===== src/sv/lprd_pkg.sv =====
// Shared types and constants of the length-prefixed request deframer.
// Depends on nothing; every other file of the block refers to it by scoped names.
`timescale 1ns / 1ps
`default_nettype none

package lprd_pkg;

    // Default width of the body length, position and byte counters.
    localparam int MSG_LEN_BITS_DEF = 21;

    // Configuration register widths, indexes and reset values.
    localparam int MAX_MSG_BITS = 21;
    localparam int MAX_ARG_BITS = 13;
    localparam int CFG_DATA_BITS = 21;
    localparam int CFG_IDX_BITS = 2;
    localparam logic [CFG_IDX_BITS-1:0] REG_MAX_MSG_LEN = 2'd0;
    localparam logic [CFG_IDX_BITS-1:0] REG_MAX_ARG_CNT = 2'd1;
    localparam logic [MAX_MSG_BITS-1:0] MAX_MSG_RESET = 21'd4096;
    localparam logic [MAX_ARG_BITS-1:0] MAX_ARG_RESET = 13'd1024;

    // Result queue: up to two results per input byte, one leaves per cycle while the output is ready.
    localparam int FIFO_DEPTH = 4;
    localparam int FIFO_PTR_BITS = 2;
    localparam int FIFO_CNT_BITS = 3;

    typedef enum logic [2:0] {
        PH_LEN    = 3'd0,
        PH_COUNT  = 3'd1,
        PH_ARGLEN = 3'd2,
        PH_DATA   = 3'd3,
        PH_CLOSED = 3'd4
    } phase_t;

    typedef enum logic [1:0] {
        K_DATA  = 2'd0,
        K_START = 2'd1,
        K_DONE  = 2'd2,
        K_ERR   = 2'd3
    } kind_t;

    typedef enum logic [2:0] {
        E_NONE      = 3'd0,
        E_TOO_LONG  = 3'd1,
        E_TOO_MANY  = 3'd2,
        E_OVERRUN   = 3'd3,
        E_TRAILING  = 3'd4,
        E_TOO_SHORT = 3'd5
    } err_t;

    typedef struct packed {
        kind_t       kind;
        logic [7:0]  data_byte;
        logic [11:0] arg_index;
        logic [20:0] arg_length;
        logic        last_of_arg;
        err_t        error_code;
        logic        last_of_run;
    } res_t;

    // Results produced by one accepted byte, handed from parser to queue.
    typedef struct packed {
        logic [1:0] n;
        res_t       r0;
        res_t       r1;
    } push_t;

endpackage

`default_nettype wire


===== src/sv/lprd_parser.sv =====
// Parser state and per-byte result generation of the request deframer.
// Depends on lprd_pkg for phase, result and push types.
`timescale 1ns / 1ps
`default_nettype none

module lprd_parser #(
    parameter int MSG_LEN_BITS = lprd_pkg::MSG_LEN_BITS_DEF
) (
    input  wire logic                              clk,
    input  wire logic                              rst_n,
    input  wire logic                              accept,
    input  wire logic [7:0]                        byte_value,
    input  wire logic                              new_connection,
    input  wire logic [lprd_pkg::MAX_MSG_BITS-1:0] max_msg_len,
    input  wire logic [lprd_pkg::MAX_ARG_BITS-1:0] max_arg_cnt,
    output lprd_pkg::push_t                        push
);

    localparam logic [32:0] LEN_MASK = (33'd1 << MSG_LEN_BITS) - 33'd1;

    function automatic lprd_pkg::res_t mk_res(
        input lprd_pkg::kind_t k,
        input logic [7:0]      d,
        input logic [11:0]     idx,
        input logic [20:0]     alen,
        input logic            la,
        input lprd_pkg::err_t  e
    );
        lprd_pkg::res_t r;
        r.kind        = k;
        r.data_byte   = d;
        r.arg_index   = idx;
        r.arg_length  = alen;
        r.last_of_arg = la;
        r.error_code  = e;
        r.last_of_run = 1'b0;
        return r;
    endfunction

    lprd_pkg::phase_t        phase_reg, phase_next, phase_base;
    logic [1:0]              fbc_reg, fbc_next, fbc_base;
    logic [23:0]             shift_reg, shift_next, shift_base, shift_acc;
    logic [MSG_LEN_BITS-1:0] msg_len_reg, msg_len_next, msg_len_base;
    logic [MSG_LEN_BITS-1:0] body_pos_reg, body_pos_next, body_pos_base, body_inc;
    logic [12:0]             args_rem_reg, args_rem_next, args_rem_base, aa_rem;
    logic [11:0]             cur_arg_reg, cur_arg_next, cur_arg_base, aa_idx;
    logic [MSG_LEN_BITS-1:0] left_reg, left_next, left_base, left_dec;

    logic [31:0]             field_val;
    logic                    field_full;
    logic                    too_long;
    logic                    arg_over;
    logic                    aa_end, aa_trail, aa_over, aa_emit;
    lprd_pkg::phase_t        aa_phase;
    lprd_pkg::res_t          aa_res;
    lprd_pkg::res_t          r0, r1;
    logic [1:0]              n;

    // A new connection clears the parser before the byte is looked at.
    always_comb
    begin
        if (new_connection)
        begin
            phase_base    = lprd_pkg::PH_LEN;
            fbc_base      = 2'd0;
            shift_base    = 24'd0;
            msg_len_base  = '0;
            body_pos_base = '0;
            args_rem_base = 13'd0;
            cur_arg_base  = 12'd0;
            left_base     = '0;
        end
        else
        begin
            phase_base    = phase_reg;
            fbc_base      = fbc_reg;
            shift_base    = shift_reg;
            msg_len_base  = msg_len_reg;
            body_pos_base = body_pos_reg;
            args_rem_base = args_rem_reg;
            cur_arg_base  = cur_arg_reg;
            left_base     = left_reg;
        end
    end

    always_comb
    begin
        case (fbc_base)
            2'd0:    shift_acc = {shift_base[23:8], byte_value};
            2'd1:    shift_acc = {shift_base[23:16], byte_value, shift_base[7:0]};
            2'd2:    shift_acc = {byte_value, shift_base[15:0]};
            default: shift_acc = shift_base;
        endcase
    end

    assign field_full = (fbc_base == 2'd3);
    assign field_val  = {byte_value, shift_base};
    assign body_inc   = body_pos_base + 1'b1;
    assign left_dec   = left_base - 1'b1;
    assign too_long   = ({1'b0, field_val} > 33'(max_msg_len)) ||
                        ({1'b0, field_val} > LEN_MASK);
    assign arg_over   = ({1'b0, field_val} + 33'(body_inc)) > 33'(msg_len_base);

    // Shared end-of-argument step: move to the next header or close the body.
    assign aa_idx   = cur_arg_base + 12'd1;
    assign aa_rem   = args_rem_base - 13'd1;
    assign aa_end   = (aa_rem == 13'd0);
    assign aa_trail = (body_inc != msg_len_base);
    assign aa_over  = (33'(body_inc) + 33'd4) > 33'(msg_len_base);
    assign aa_emit  = aa_end || aa_over;

    always_comb
    begin
        if (aa_end)
        begin
            aa_phase = aa_trail ? lprd_pkg::PH_CLOSED : lprd_pkg::PH_LEN;
            aa_res   = aa_trail ?
                mk_res(lprd_pkg::K_ERR, 8'd0, 12'd0, 21'd0, 1'b0, lprd_pkg::E_TRAILING) :
                mk_res(lprd_pkg::K_DONE, 8'd0, 12'd0, 21'd0, 1'b0, lprd_pkg::E_NONE);
        end
        else
        begin
            aa_phase = aa_over ? lprd_pkg::PH_CLOSED : lprd_pkg::PH_ARGLEN;
            aa_res   = mk_res(lprd_pkg::K_ERR, 8'd0, 12'd0, 21'd0, 1'b0,
                              lprd_pkg::E_OVERRUN);
        end
    end

    always_comb
    begin
        phase_next    = phase_base;
        fbc_next      = fbc_base;
        shift_next    = shift_base;
        msg_len_next  = msg_len_base;
        body_pos_next = body_pos_base;
        args_rem_next = args_rem_base;
        cur_arg_next  = cur_arg_base;
        left_next     = left_base;
        n             = 2'd0;
        r0            = mk_res(lprd_pkg::K_DATA, 8'd0, 12'd0, 21'd0, 1'b0, lprd_pkg::E_NONE);
        r1            = r0;

        unique case (phase_base)
            lprd_pkg::PH_LEN:
            begin
                if (field_full)
                begin
                    fbc_next   = 2'd0;
                    shift_next = 24'd0;
                    if (too_long || (field_val < 32'd4))
                    begin
                        phase_next = lprd_pkg::PH_CLOSED;
                        n          = 2'd1;
                        r0 = mk_res(lprd_pkg::K_ERR, 8'd0, 12'd0, 21'd0, 1'b0,
                                    too_long ? lprd_pkg::E_TOO_LONG : lprd_pkg::E_TOO_SHORT);
                    end
                    else
                    begin
                        msg_len_next  = field_val[MSG_LEN_BITS-1:0];
                        body_pos_next = '0;
                        phase_next    = lprd_pkg::PH_COUNT;
                    end
                end
                else
                begin
                    fbc_next   = fbc_base + 2'd1;
                    shift_next = shift_acc;
                end
            end
            lprd_pkg::PH_COUNT:
            begin
                body_pos_next = body_inc;
                if (field_full)
                begin
                    fbc_next   = 2'd0;
                    shift_next = 24'd0;
                    if (field_val > 32'(max_arg_cnt))
                    begin
                        phase_next = lprd_pkg::PH_CLOSED;
                        n          = 2'd1;
                        r0 = mk_res(lprd_pkg::K_ERR, 8'd0, 12'd0, 21'd0, 1'b0,
                                    lprd_pkg::E_TOO_MANY);
                    end
                    else
                    begin
                        args_rem_next = field_val[12:0];
                        cur_arg_next  = 12'd0;
                        if (field_val == 32'd0)
                        begin
                            // No arguments: the body must end right after the count.
                            n          = 2'd1;
                            phase_next = aa_trail ? lprd_pkg::PH_CLOSED : lprd_pkg::PH_LEN;
                            r0 = aa_trail ?
                                mk_res(lprd_pkg::K_ERR, 8'd0, 12'd0, 21'd0, 1'b0,
                                       lprd_pkg::E_TRAILING) :
                                mk_res(lprd_pkg::K_DONE, 8'd0, 12'd0, 21'd0, 1'b0,
                                       lprd_pkg::E_NONE);
                        end
                        else if (aa_over)
                        begin
                            phase_next = lprd_pkg::PH_CLOSED;
                            n          = 2'd1;
                            r0 = mk_res(lprd_pkg::K_ERR, 8'd0, 12'd0, 21'd0, 1'b0,
                                        lprd_pkg::E_OVERRUN);
                        end
                        else
                        begin
                            phase_next = lprd_pkg::PH_ARGLEN;
                        end
                    end
                end
                else
                begin
                    fbc_next   = fbc_base + 2'd1;
                    shift_next = shift_acc;
                end
            end
            lprd_pkg::PH_ARGLEN:
            begin
                body_pos_next = body_inc;
                if (field_full)
                begin
                    fbc_next   = 2'd0;
                    shift_next = 24'd0;
                    if (arg_over)
                    begin
                        phase_next = lprd_pkg::PH_CLOSED;
                        n          = 2'd1;
                        r0 = mk_res(lprd_pkg::K_ERR, 8'd0, 12'd0, 21'd0, 1'b0,
                                    lprd_pkg::E_OVERRUN);
                    end
                    else
                    begin
                        n  = 2'd1;
                        r0 = mk_res(lprd_pkg::K_START, 8'd0, cur_arg_base, field_val[20:0],
                                    1'b0, lprd_pkg::E_NONE);
                        left_next = field_val[MSG_LEN_BITS-1:0];
                        if (field_val == 32'd0)
                        begin
                            // Empty argument: it ends at once.
                            cur_arg_next  = aa_idx;
                            args_rem_next = aa_rem;
                            phase_next    = aa_phase;
                            r1            = aa_res;
                            if (aa_emit)
                            begin
                                n = 2'd2;
                            end
                        end
                        else
                        begin
                            phase_next = lprd_pkg::PH_DATA;
                        end
                    end
                end
                else
                begin
                    fbc_next   = fbc_base + 2'd1;
                    shift_next = shift_acc;
                end
            end
            lprd_pkg::PH_DATA:
            begin
                body_pos_next = body_inc;
                left_next     = left_dec;
                n             = 2'd1;
                r0 = mk_res(lprd_pkg::K_DATA, byte_value, cur_arg_base, 21'd0,
                            (left_dec == '0), lprd_pkg::E_NONE);
                if (left_dec == '0)
                begin
                    cur_arg_next  = aa_idx;
                    args_rem_next = aa_rem;
                    phase_next    = aa_phase;
                    r1            = aa_res;
                    if (aa_emit)
                    begin
                        n = 2'd2;
                    end
                end
            end
            default:
            begin
                phase_next = lprd_pkg::PH_CLOSED;
            end
        endcase

        if (n == 2'd1)
        begin
            r0.last_of_run = 1'b1;
        end
        if (n == 2'd2)
        begin
            r1.last_of_run = 1'b1;
        end
    end

    always_ff @(posedge clk or negedge rst_n)
    begin
        if (!rst_n)
        begin
            phase_reg    <= lprd_pkg::PH_LEN;
            fbc_reg      <= 2'd0;
            shift_reg    <= 24'd0;
            msg_len_reg  <= '0;
            body_pos_reg <= '0;
            args_rem_reg <= 13'd0;
            cur_arg_reg  <= 12'd0;
            left_reg     <= '0;
        end
        else if (accept)
        begin
            phase_reg    <= phase_next;
            fbc_reg      <= fbc_next;
            shift_reg    <= shift_next;
            msg_len_reg  <= msg_len_next;
            body_pos_reg <= body_pos_next;
            args_rem_reg <= args_rem_next;
            cur_arg_reg  <= cur_arg_next;
            left_reg     <= left_next;
        end
    end

    assign push.n  = accept ? n : 2'd0;
    assign push.r0 = r0;
    assign push.r1 = r1;

endmodule

`default_nettype wire


===== src/sv/lprd_res_fifo.sv =====
// Four-entry result queue taking up to two results a cycle and giving out one when popped.
// Depends on lprd_pkg for the result and push types and the queue size.
`timescale 1ns / 1ps
`default_nettype none

module lprd_res_fifo (
    input  wire logic            clk,
    input  wire logic            rst_n,
    input  wire lprd_pkg::push_t push,
    input  wire logic            pop,
    output lprd_pkg::res_t       head,
    output logic                 valid,
    output logic                 space_ok
);

    localparam int DEPTH = lprd_pkg::FIFO_DEPTH;
    localparam int PB    = lprd_pkg::FIFO_PTR_BITS;
    localparam int CB    = lprd_pkg::FIFO_CNT_BITS;

    lprd_pkg::res_t  mem_reg [DEPTH];
    logic [PB-1:0]   wr_ptr_reg, wr_ptr_next;
    logic [PB-1:0]   rd_ptr_reg, rd_ptr_next;
    logic [CB-1:0]   count_reg, count_next;
    logic [PB-1:0]   wr_ptr_b;
    logic            do_pop;

    assign do_pop      = pop && valid;
    assign wr_ptr_b    = wr_ptr_reg + 1'b1;
    assign wr_ptr_next = wr_ptr_reg + PB'(push.n);
    assign rd_ptr_next = rd_ptr_reg + PB'(do_pop);
    assign count_next  = count_reg + CB'(push.n) - CB'(do_pop);

    assign valid    = (count_reg != '0);
    assign space_ok = (count_reg <= CB'(DEPTH - 2));
    assign head     = mem_reg[rd_ptr_reg];

    always_ff @(posedge clk or negedge rst_n)
    begin
        if (!rst_n)
        begin
            wr_ptr_reg <= '0;
            rd_ptr_reg <= '0;
            count_reg  <= '0;
        end
        else
        begin
            wr_ptr_reg <= wr_ptr_next;
            rd_ptr_reg <= rd_ptr_next;
            count_reg  <= count_next;
        end
    end

    always_ff @(posedge clk)
    begin
        if (push.n != 2'd0)
        begin
            mem_reg[wr_ptr_reg] <= push.r0;
        end
        if (push.n == 2'd2)
        begin
            mem_reg[wr_ptr_b] <= push.r1;
        end
    end

    a_count_bound: assert property (@(posedge clk) disable iff (!rst_n)
        count_reg <= CB'(DEPTH))
        else $error("result queue count beyond depth");

    a_no_overflow: assert property (@(posedge clk) disable iff (!rst_n)
        (push.n != 2'd0) |-> space_ok)
        else $error("results pushed without room for two");

    a_pop_only: assert property (@(posedge clk) disable iff (!rst_n)
        (do_pop && (push.n == 2'd0)) |=> (count_reg == $past(count_reg) - CB'(1)))
        else $error("queue count not reduced by a lone pop");

    a_push_pair: assert property (@(posedge clk) disable iff (!rst_n)
        ((push.n == 2'd2) && !do_pop) |=> (count_reg == $past(count_reg) + CB'(2)))
        else $error("queue count not raised by a pushed pair");

endmodule

`default_nettype wire


===== src/sv/length_prefixed_request_deframer_core.sv =====
// Top level of the length-prefixed request deframer: configuration registers,
// stream ports and the joining of lprd_parser and lprd_res_fifo (uses lprd_pkg).
`timescale 1ns / 1ps
`default_nettype none

// Channel     Direction  Handshake            Payload
// s_*         in         s_tvalid / s_tready  tdata: received byte; tuser: new connection
// m_*         out        m_tvalid / m_tready  tdata: result fields; tuser: kind; tlast
// cfg_*       in         cfg_we (no wait)     cfg_index selects, cfg_data value
//
// Each received word is parsed in the cycle it is accepted; its zero, one or
// two results are written into a four-entry result queue at that same edge.
// The input takes a word in every cycle while the queue holds two or fewer
// results, so one word per cycle is sustained while results leave at least as
// fast as they are made. A stalled output fills the queue and then holds s_tready
// low until room for two results returns. Reset clears parser and queue at once;
// the configuration registers return to 4096 bytes and 1024 arguments.

module length_prefixed_request_deframer_core #(
    parameter int MSG_LEN_BITS = lprd_pkg::MSG_LEN_BITS_DEF
) (
    input  wire logic                               clk,
    input  wire logic                               rst_n,
    // Received bytes.
    input  wire logic                               s_tvalid,
    output logic                                    s_tready,
    input  wire logic [7:0]                         s_tdata,  // [7:0] byte_value
    input  wire logic                               s_tuser,  // [0] new_connection
    // Parser results.
    output logic                                    m_tvalid,
    input  wire logic                               m_tready,
    // [7:0] data_byte, [19:8] arg_index, [40:20] arg_length, [41] last_of_arg,
    // [44:42] error_code, [47:45] zero
    output logic [47:0]                             m_tdata,
    output logic [1:0]                              m_tuser,  // [1:0] kind
    output logic                                    m_tlast,  // last_of_run
    // Configuration writes.
    input  wire logic                               cfg_we,
    input  wire logic [lprd_pkg::CFG_IDX_BITS-1:0]  cfg_index,
    input  wire logic [lprd_pkg::CFG_DATA_BITS-1:0] cfg_data
);

    logic [lprd_pkg::MAX_MSG_BITS-1:0] max_msg_len_reg;
    logic [lprd_pkg::MAX_ARG_BITS-1:0] max_arg_cnt_reg;
    logic                              accept;
    logic                              space_ok;
    lprd_pkg::push_t                   push;
    lprd_pkg::res_t                    head;

    // Writes to an index outside the register list are simply dropped.
    always_ff @(posedge clk or negedge rst_n)
    begin
        if (!rst_n)
        begin
            max_msg_len_reg <= lprd_pkg::MAX_MSG_RESET;
            max_arg_cnt_reg <= lprd_pkg::MAX_ARG_RESET;
        end
        else if (cfg_we)
        begin
            unique case (cfg_index)
                lprd_pkg::REG_MAX_MSG_LEN:
                begin
                    max_msg_len_reg <= cfg_data[lprd_pkg::MAX_MSG_BITS-1:0];
                end
                lprd_pkg::REG_MAX_ARG_CNT:
                begin
                    max_arg_cnt_reg <= cfg_data[lprd_pkg::MAX_ARG_BITS-1:0];
                end
                default:
                begin
                end
            endcase
        end
    end

    // The input side only looks at queue room, never at m_tready directly.
    assign s_tready = space_ok;
    assign accept   = s_tvalid && s_tready;

    lprd_parser #(
        .MSG_LEN_BITS (MSG_LEN_BITS)
    ) u_parser (
        .clk            (clk),
        .rst_n          (rst_n),
        .accept         (accept),
        .byte_value     (s_tdata),
        .new_connection (s_tuser),
        .max_msg_len    (max_msg_len_reg),
        .max_arg_cnt    (max_arg_cnt_reg),
        .push           (push)
    );

    lprd_res_fifo u_fifo (
        .clk      (clk),
        .rst_n    (rst_n),
        .push     (push),
        .pop      (m_tready),
        .head     (head),
        .valid    (m_tvalid),
        .space_ok (space_ok)
    );

    assign m_tdata = {3'b000, head.error_code, head.last_of_arg, head.arg_length,
                      head.arg_index, head.data_byte};
    assign m_tuser = head.kind;
    assign m_tlast = head.last_of_run;

endmodule

`default_nettype wire


===== config.mk =====
export PLATFORM = sky130hd
export DESIGN_NAME = length_prefixed_request_deframer_core
export DESIGN_NICKNAME = d
export VERILOG_FILES = /design/src/sv/lprd_pkg.sv /design/src/sv/lprd_parser.sv /design/src/sv/lprd_res_fifo.sv /design/src/sv/length_prefixed_request_deframer_core.sv
export SDC_FILE = /design/constraint.sdc
export NUM_CORES = 1
export LEC_CHECK = 0
export BUFFER_PORTS_ARGS = -buffer_cell sky130_fd_sc_hd__buf_2
export CAP_MARGIN = 30
export CORE_MARGIN = 1
export CORE_UTILIZATION = 55
export DETAILED_ROUTE_END_ITERATION = 7
export PLACE_DENSITY = 0.71
export SETUP_SLACK_MARGIN = 0.4
export SLEW_MARGIN = 20
export SYNTH_ARGS = -nofsm -noshare
export SYNTH_HDL_FRONTEND = slang
export SYNTH_SLANG_ARGS = --single-unit

===== constraint.sdc =====
create_clock -name clk -period 7.5 [get_ports clk]
set_input_delay 1.5 -clock clk [delete_from_list [all_inputs] [get_ports clk]]
set_output_delay 1.5 -clock clk [all_outputs]
set_load 0.02 [all_outputs]

* Word-level counts from Yosys, hierarchy flattened
Memories as Yosys holds them, arrays and structs flattened.
Index checks and enable logic that the tools add are counted.
Widths: inputs -> output; s select.
** Cells by class
- Add/subtract/negate cells :: 12
- Multiply operators :: 0
- Div/mod/pow operators :: 0
- Magnitude comparators :: 7
- Equal/unequal tests :: 11
- Shifts and indexed selects :: 0
- Muxes and demuxes :: 85
- Bitwise gates (word level) :: 0
- Reductions and logical operators :: 17
** Operators with widths (count)
- $mux 48 :: 13
- $mux 21 :: 10
- $pmux 48 s4 :: 1
- $pmux 48 s2 :: 1
- $mux 13 :: 7
- $mux 12 :: 7
- $pmux 21 s2 :: 2
- $mux 24 :: 3
- $pmux 24 s3 :: 1
- $gt 33x21->1 :: 2
- $mux 47 :: 1
- $mux 3 :: 14
- $pmux 13 s3 :: 1
- $pmux 12 s3 :: 1
- $add 32x21->33 :: 1
- $gt 32x13->1 :: 1
- $gt 32x21->1 :: 1
- $gt 32x21->1 const B :: 1
- $logic_not 32->1 :: 1
- $lt 32x3->1 const B :: 1
- $mux 2 :: 13
- $add 21x3->22 const B :: 1
- $add 21x1->21 const B :: 1
- $logic_not 21->1 :: 1
- other kinds (26) :: 46
** Storage, ports and cells
- Register bits :: 158
- Latch bits :: 0
- RAM bits :: 192
- Memory bits (read-only) :: 0
- Bits of input ports :: 37
- Output and inout port bits :: 53
- Logic and storage cells :: 146
- Memories :: 1
** Memory list
- u_fifo.mem_reg :: words 4, bits a word 48, rd ports 1, clocked after Yosys merged registers in 0, wr ports 2, RTL line lprd_res_fifo.sv:20 : lprd_pkg::res_t mem_reg [DEPTH];

* Longest topological paths before layout
- Word-level depth :: 14
- Mapped depth :: 44
- Mapped depth without buffers :: 35

* Cells and area by module
A second synthesis with hierarchy kept.
** Unflattened totals
- Cell total of the unflattened synthesis :: 2342
- Area, all modules :: 24422.2 um^2
** Modules (own cells, without submodules)
- lprd_parser :: instances 1, cells each 1758, area an instance 13296.5 um^2, seq. area each 2927.8 um^2
- lprd_res_fifo :: instances 1, cells each 506, area an instance 9784.4 um^2, seq. area each 5940.7 um^2
- length_prefixed_request_deframer_core :: instances 1, cells each 78, area an instance 1341.3 um^2, seq. area each 853.3 um^2

* Worst setup path after synthesis
OpenSTA, ideal clock, no wires.
- Path type :: input to register
- From :: input port s_tuser
- To :: register u_fifo.count_reg[2]
- Library setup time :: 0.123 ns
- Arrival :: 10.108 ns
- Data required time :: 7.377 ns
- Path slack :: -2.731 ns
- Cell stages on the path :: 44
- Buffers on the path :: 11
- Path through :: buf_2 buf_1 clkbuf_1 clkbuf_1 buf_1 clkbuf_1 buf_1 clkbuf_1 clkbuf_1 buf_1 nor2b_1 ha_1 inv_1 o31ai_1 a21oi_4 ha_1 a21oi_1 nor2_1 [... 8 more ...] o21ai_0 a221o_1 a211oi_1 o31a_1 o2111ai_1 a31oi_1 and2_1 and2_1 o211a_1 buf_6 nand2b_1 ha_1 inv_1 ha_1 inv_1 fa_1 xor2_1 xnor2_1
** On the way
- Longest elaborated chain between the ends :: 13
- Elaborated cells between the ends (all ways) :: 44
- Classes of those cells :: 7 x add/sub; 6 x order compare; 4 x eq/ne; 20 x mux; 7 x reduce/logical
** RTL lines
- start: declaration :: RTL line length_prefixed_request_deframer_core.sv:28 : input wire logic s_tuser,
- $mux 21 :: RTL line lprd_parser.sv:62 : if (new_connection)
- $add 21x1->21 :: RTL line lprd_parser.sv:98 : assign body_inc = body_pos_base + 1'b1;
- $add 21x3->22 :: RTL line lprd_parser.sv:109 : assign aa_over = (33'(body_inc) + 33'd4) > 33'(msg_len_base);
- $gt 33x21->1 :: RTL line lprd_parser.sv:109
- $logic_or 1x1->1 :: RTL line lprd_parser.sv:110 : assign aa_emit = aa_end || aa_over;
- $mux 2 :: RTL line lprd_parser.sv:245, lprd_parser.sv:275
- $mux 2 :: RTL line lprd_parser.sv:238 : if (field_val == 32'd0)
- $mux 2 :: RTL line lprd_parser.sv:225 : if (arg_over)
- $mux 2 :: RTL line lprd_parser.sv:221 : if (field_full)
- $pmux 2 s4 (*) :: RTL line lprd_parser.sv:143 : unique case (phase_base)
- $mux 2 (*) :: RTL line lprd_parser.sv:323 : assign push.n = accept ? n : 2'd0;
- $add 3x2->3 (*) :: RTL line lprd_res_fifo.sv:31 : assign count_next = count_reg + CB'(push.n) - CB'(do_pop);
- $sub 3x1->3 (*) :: RTL line lprd_res_fifo.sv:31
- via u_fifo.count_next[2] :: RTL line lprd_res_fifo.sv:23 : logic [CB-1:0] count_reg, count_next;
- end signal: assignment :: RTL line lprd_res_fifo.sv:49 : count_reg <= count_next;
- end: declaration :: RTL line lprd_res_fifo.sv:23
The timed path passes the listed nets; every way through them passes the cells marked *.
A chain may end at the register's enable or synchronous reset.

* Worst setup path in the final report
Same ends and word-level chain as after synthesis.

==> flow_metrics.py <==
metrics = {
    "status": {
        "status": "finished clean",
    },
    "floorplan": {
        "start_util_pct": 55.7,
        "ios": 90,
        "fp.dieArea_um2": 41000,
        "rows": 73,
        "core_area_um2": 39600,
        "die_w_um": 202,
        "fp.dieH_um": 202,
    },
    "worst_hold_path": {
        "hp-class": "reg2reg",
        "hp-start": "u_fifo.mem_reg[1][41]",
        "min_path_cells": 1,
        "holdPathEnd": "u_fifo.mem_reg[1][41]",
    },
    "yosys": {
        "synthCells": 2385,
        "async_reset_ff_share_pct": 45.1,
        "yosysUniqueCellTypes": 105,
        "synth_area_leaders": "dfrtp_1, dfxtp_1, ha_1",
        "yosys_warnings": 0,
        "synth_edf_count": 24,
        "synth_top_area_share_pct": 17.7,
        "synth_seq_cells": 350,
        "yosysSeqAreaShare_pct": 36.4,
        "synth_top_area_cell": "dfrtp_1",
        "synth_flop_cell": "dfxtp_1",
        "synth.avg_cell_area_um2": 9.26,
        "syn-cell-area_um2": 22100,
    },
    "placement": {
        "place_hpwl_mm": 54.7,
        "placed_area_um2": 24600,
        "place_congestion": 1.02,
        "dp_slack_ns": -0.504,
        "portBuffers": 86,
        "dp.cells": 3061,
    },
    "sta": {
        "skew_ns": 0.0523,
        "setup_ws_ns": 0.477,
        "period_minus_slack_ns": 7.02,
        "slew_viol_final": 0,
        "hold_ws_ns": 0.463,
        "clock.fmax_ghz": 0.142,
        "tightestPinTransition_ns": 1.04,
        "rsz0062_at_grt": "true",
        "setup_viol": 0,
        "relSlewSlack_pct": 29.8,
        "period_share_pct": 93.6,
        "hold_viol": 0,
    },
    "clocking": {
        "clock-sinks": 350,
        "cts_root_buf": "clkbuf_16",
        "clk_pin_slew_ns": 0.06,
        "cts_made_buffers": 39,
        "h-tree-depth": 2,
        "cts_buffer_depth": 3,
        "insertion_delay_ns": 0.60,
        "cts_tree": "yes",
        "ctsHoldBuffers": 0,
    },
    "final_layout": {
        "final_util_pct": 67.0,
        "largest_reg_flops": 192,
        "drive_gt1_share_pct": 24.0,
        "design_area_um2": 26500,
        "diodes": 0,
        "area_delta_synth_final_pct": 20.2,
        "fin_nets": 2741,
        "final_cells": 3150,
    },
    "detailed_routing": {
        "avgViaCountPerCell": 6.69,
        "drt_first_pass_iters": 6,
        "wl_per_cell_um": 24.4,
        "drc": 0,
        "first_iter_violations": 2292,
        "drtAntennaViolNets": 0,
        "routed_wl_mm": 77.0,
        "vias": 21100,
    },
    "global_route": {
        "antenna_found_initial": 0,
        "grt_pass1_wl_mm": 119,
        "gr-total-overflow": 0,
        "grt_pass1_vias": 20200,
        "grt_start_max_net_pins": 81,
        "track_usage_pct": 37.1,
    },
    "setup_path": {
        "critPathKind": "in2reg",
        "cp_top_family": "simple AND/OR/NAND/NOR gates",
        "crit_path_top_delay_cell": "or4_4",
        "cp_max_fo": 5,
        "cp_num_buf_inv": 7,
        "rrSetupSlack_ns": 0.86,
        "cpPeakStageDelay_ns": 0.60,
        "start_kind": "primary input",
        "worstPathArrival_ns": 7.47,
        "worstPathRequired_ns": 7.95,
        "endpoint_kind": "register",
        "r2r_end": "u_fifo.count_reg[2]",
        "ff2ff_path_depth": 29,
        "r2r-start": "u_parser.body_pos_reg[1]",
    },
    "power": {
        "power_density_nw_per_um2": 240,
        "p_leak_uw": 0.0114,
        "vdd_ir_drop_max_uv": 170,
    },
    "run": {
        "drv_cap": 0,
    },
}
-- cells by family after synthesis --
family / count (synthesis) / share of synthesized area, %
simple gates: 737 / 16.9
compound gates: 729 / 24.5
flops: 350 / 36.4
buf+inv: 271 / 5.10
fa+ha+maj: 114 / 6.48
xor+xnor: 100 / 4.00
mux: 83 / 6.59
other cells: 1 / 0.0170
-- cells in the final DEF (no fill, tap or decap), drive strengths merged, types with 16 or more instances in the layout --
cell / n
nand3: 59
a221o: 16
a21o: 31
nor2b: 55
a22o: 123
a32o: 18
a211oi: 16
dfxtp: 168
mux2: 20
o22ai: 31
xor2: 38
mux4: 48
ha: 108
clkbuf: 58
xnor2: 62
and3: 26
nand4: 30
o2bb2ai: 43
nand2: 237
inv: 91
a21oi: 101
dfrtp: 156
a22oi: 40
nor2: 143
or2: 17
o31ai: 27
nor4: 34
buf: 349
edfxtp: 24
nor3: 49
o21ai: 132
-- worst max-delay path by stage --
stage                        from             endpoint  slack [ns]  cells after the start
after floorplan           s_tuser  u_fifo.count_reg[2]       -1.30                     44
after global placement    s_tuser  u_fifo.count_reg[2]       -0.43                     33
after detailed placement  s_tuser  u_fifo.count_reg[2]       -0.50                     33
after CTS                 s_tuser  u_fifo.count_reg[2]        0.41                     33
after global routing      s_tuser  u_fifo.count_reg[2]        0.26                     34
final                     s_tuser  u_fifo.count_reg[2]        0.48                     32
-- power breakdown --
part	total [µW]	switching (µW)	internal, µW
Sequential	2290	246	2050
Clock	2040	863	1180
Combinational	2050	1240	802
Total	6380	2350	4030
-- worst reg2reg max path, delay by kind of cell, from the launching register on --
kind	cells	cell delay (ns)
fa+ha+maj	5	1.13
simple gates	10	3.20
buf+inv	4	0.28
compound gates	7	0.99
xor+xnor	3	0.37
flops	1	0.53
-- per-layer routing --
metal / routed length (µm) / vias up / GRT usage [%]
met5: 0 / - / 0
met4: 3640 / 0 / 17.4
met3: 6790 / 210 / 6.30
met2: 33600 / 1108 / 55.2
met1: 32900 / 10400 / 52.5
li1: - / 9394 / -
-- final cells by class --
| type | instances | area [µm²] |
|---|---|---|
| inverter | 86 | 345 |
| clock buffer | 56 | 1170 |
| fill | 3156 | 13100 |
| timing repair buffer | 351 | 2710 |
| tap | 525 | 657 |
| multi-input combinational | 1766 | 13400 |
| clock inverter | 16 | 184 |
| sequential | 350 | 8040 |
-- cell usage after synthesis (24+ instances only) --
library cell / number
a21o_1: 31
dfrtp_1: 156
a21oi_1: 99
nand4_1: 29
nor2b_1: 54
nand3_1: 59
xnor2_1: 61
buf_1: 27
buf_2: 24
a22oi_1: 40
xor2_1: 38
nor2_1: 141
and3_1: 26
o31ai_1: 27
o21ai_0: 125
nor3_1: 48
nand2_1: 237
edfxtp_1: 24
clkbuf_1: 115
dfxtp_1: 168
nor4_1: 31
ha_1: 108
mux4_2: 48
a22o_1: 123
o2bb2ai_1: 43
inv_1: 80
o22ai_1: 31
-- what timing repair did --
action                                  CTS  global route
pin swaps                                 6            37
endpoints found under the hold margin     0             0
resized for setup                        17            65
cloned                                    0             3
setup buffers                             1            12
endpoints found under the setup margin   37           232
-- stage by stage --
stage,TNS [ns],total power (µW)
global placement,-6.40,4210
CTS,0,6310
detailed placement,-23.74,4260
finish,0,6380
global route,0,6630
floorplan,-179.81,3510
Note: power is estimated with default switching activity, not from simulation.
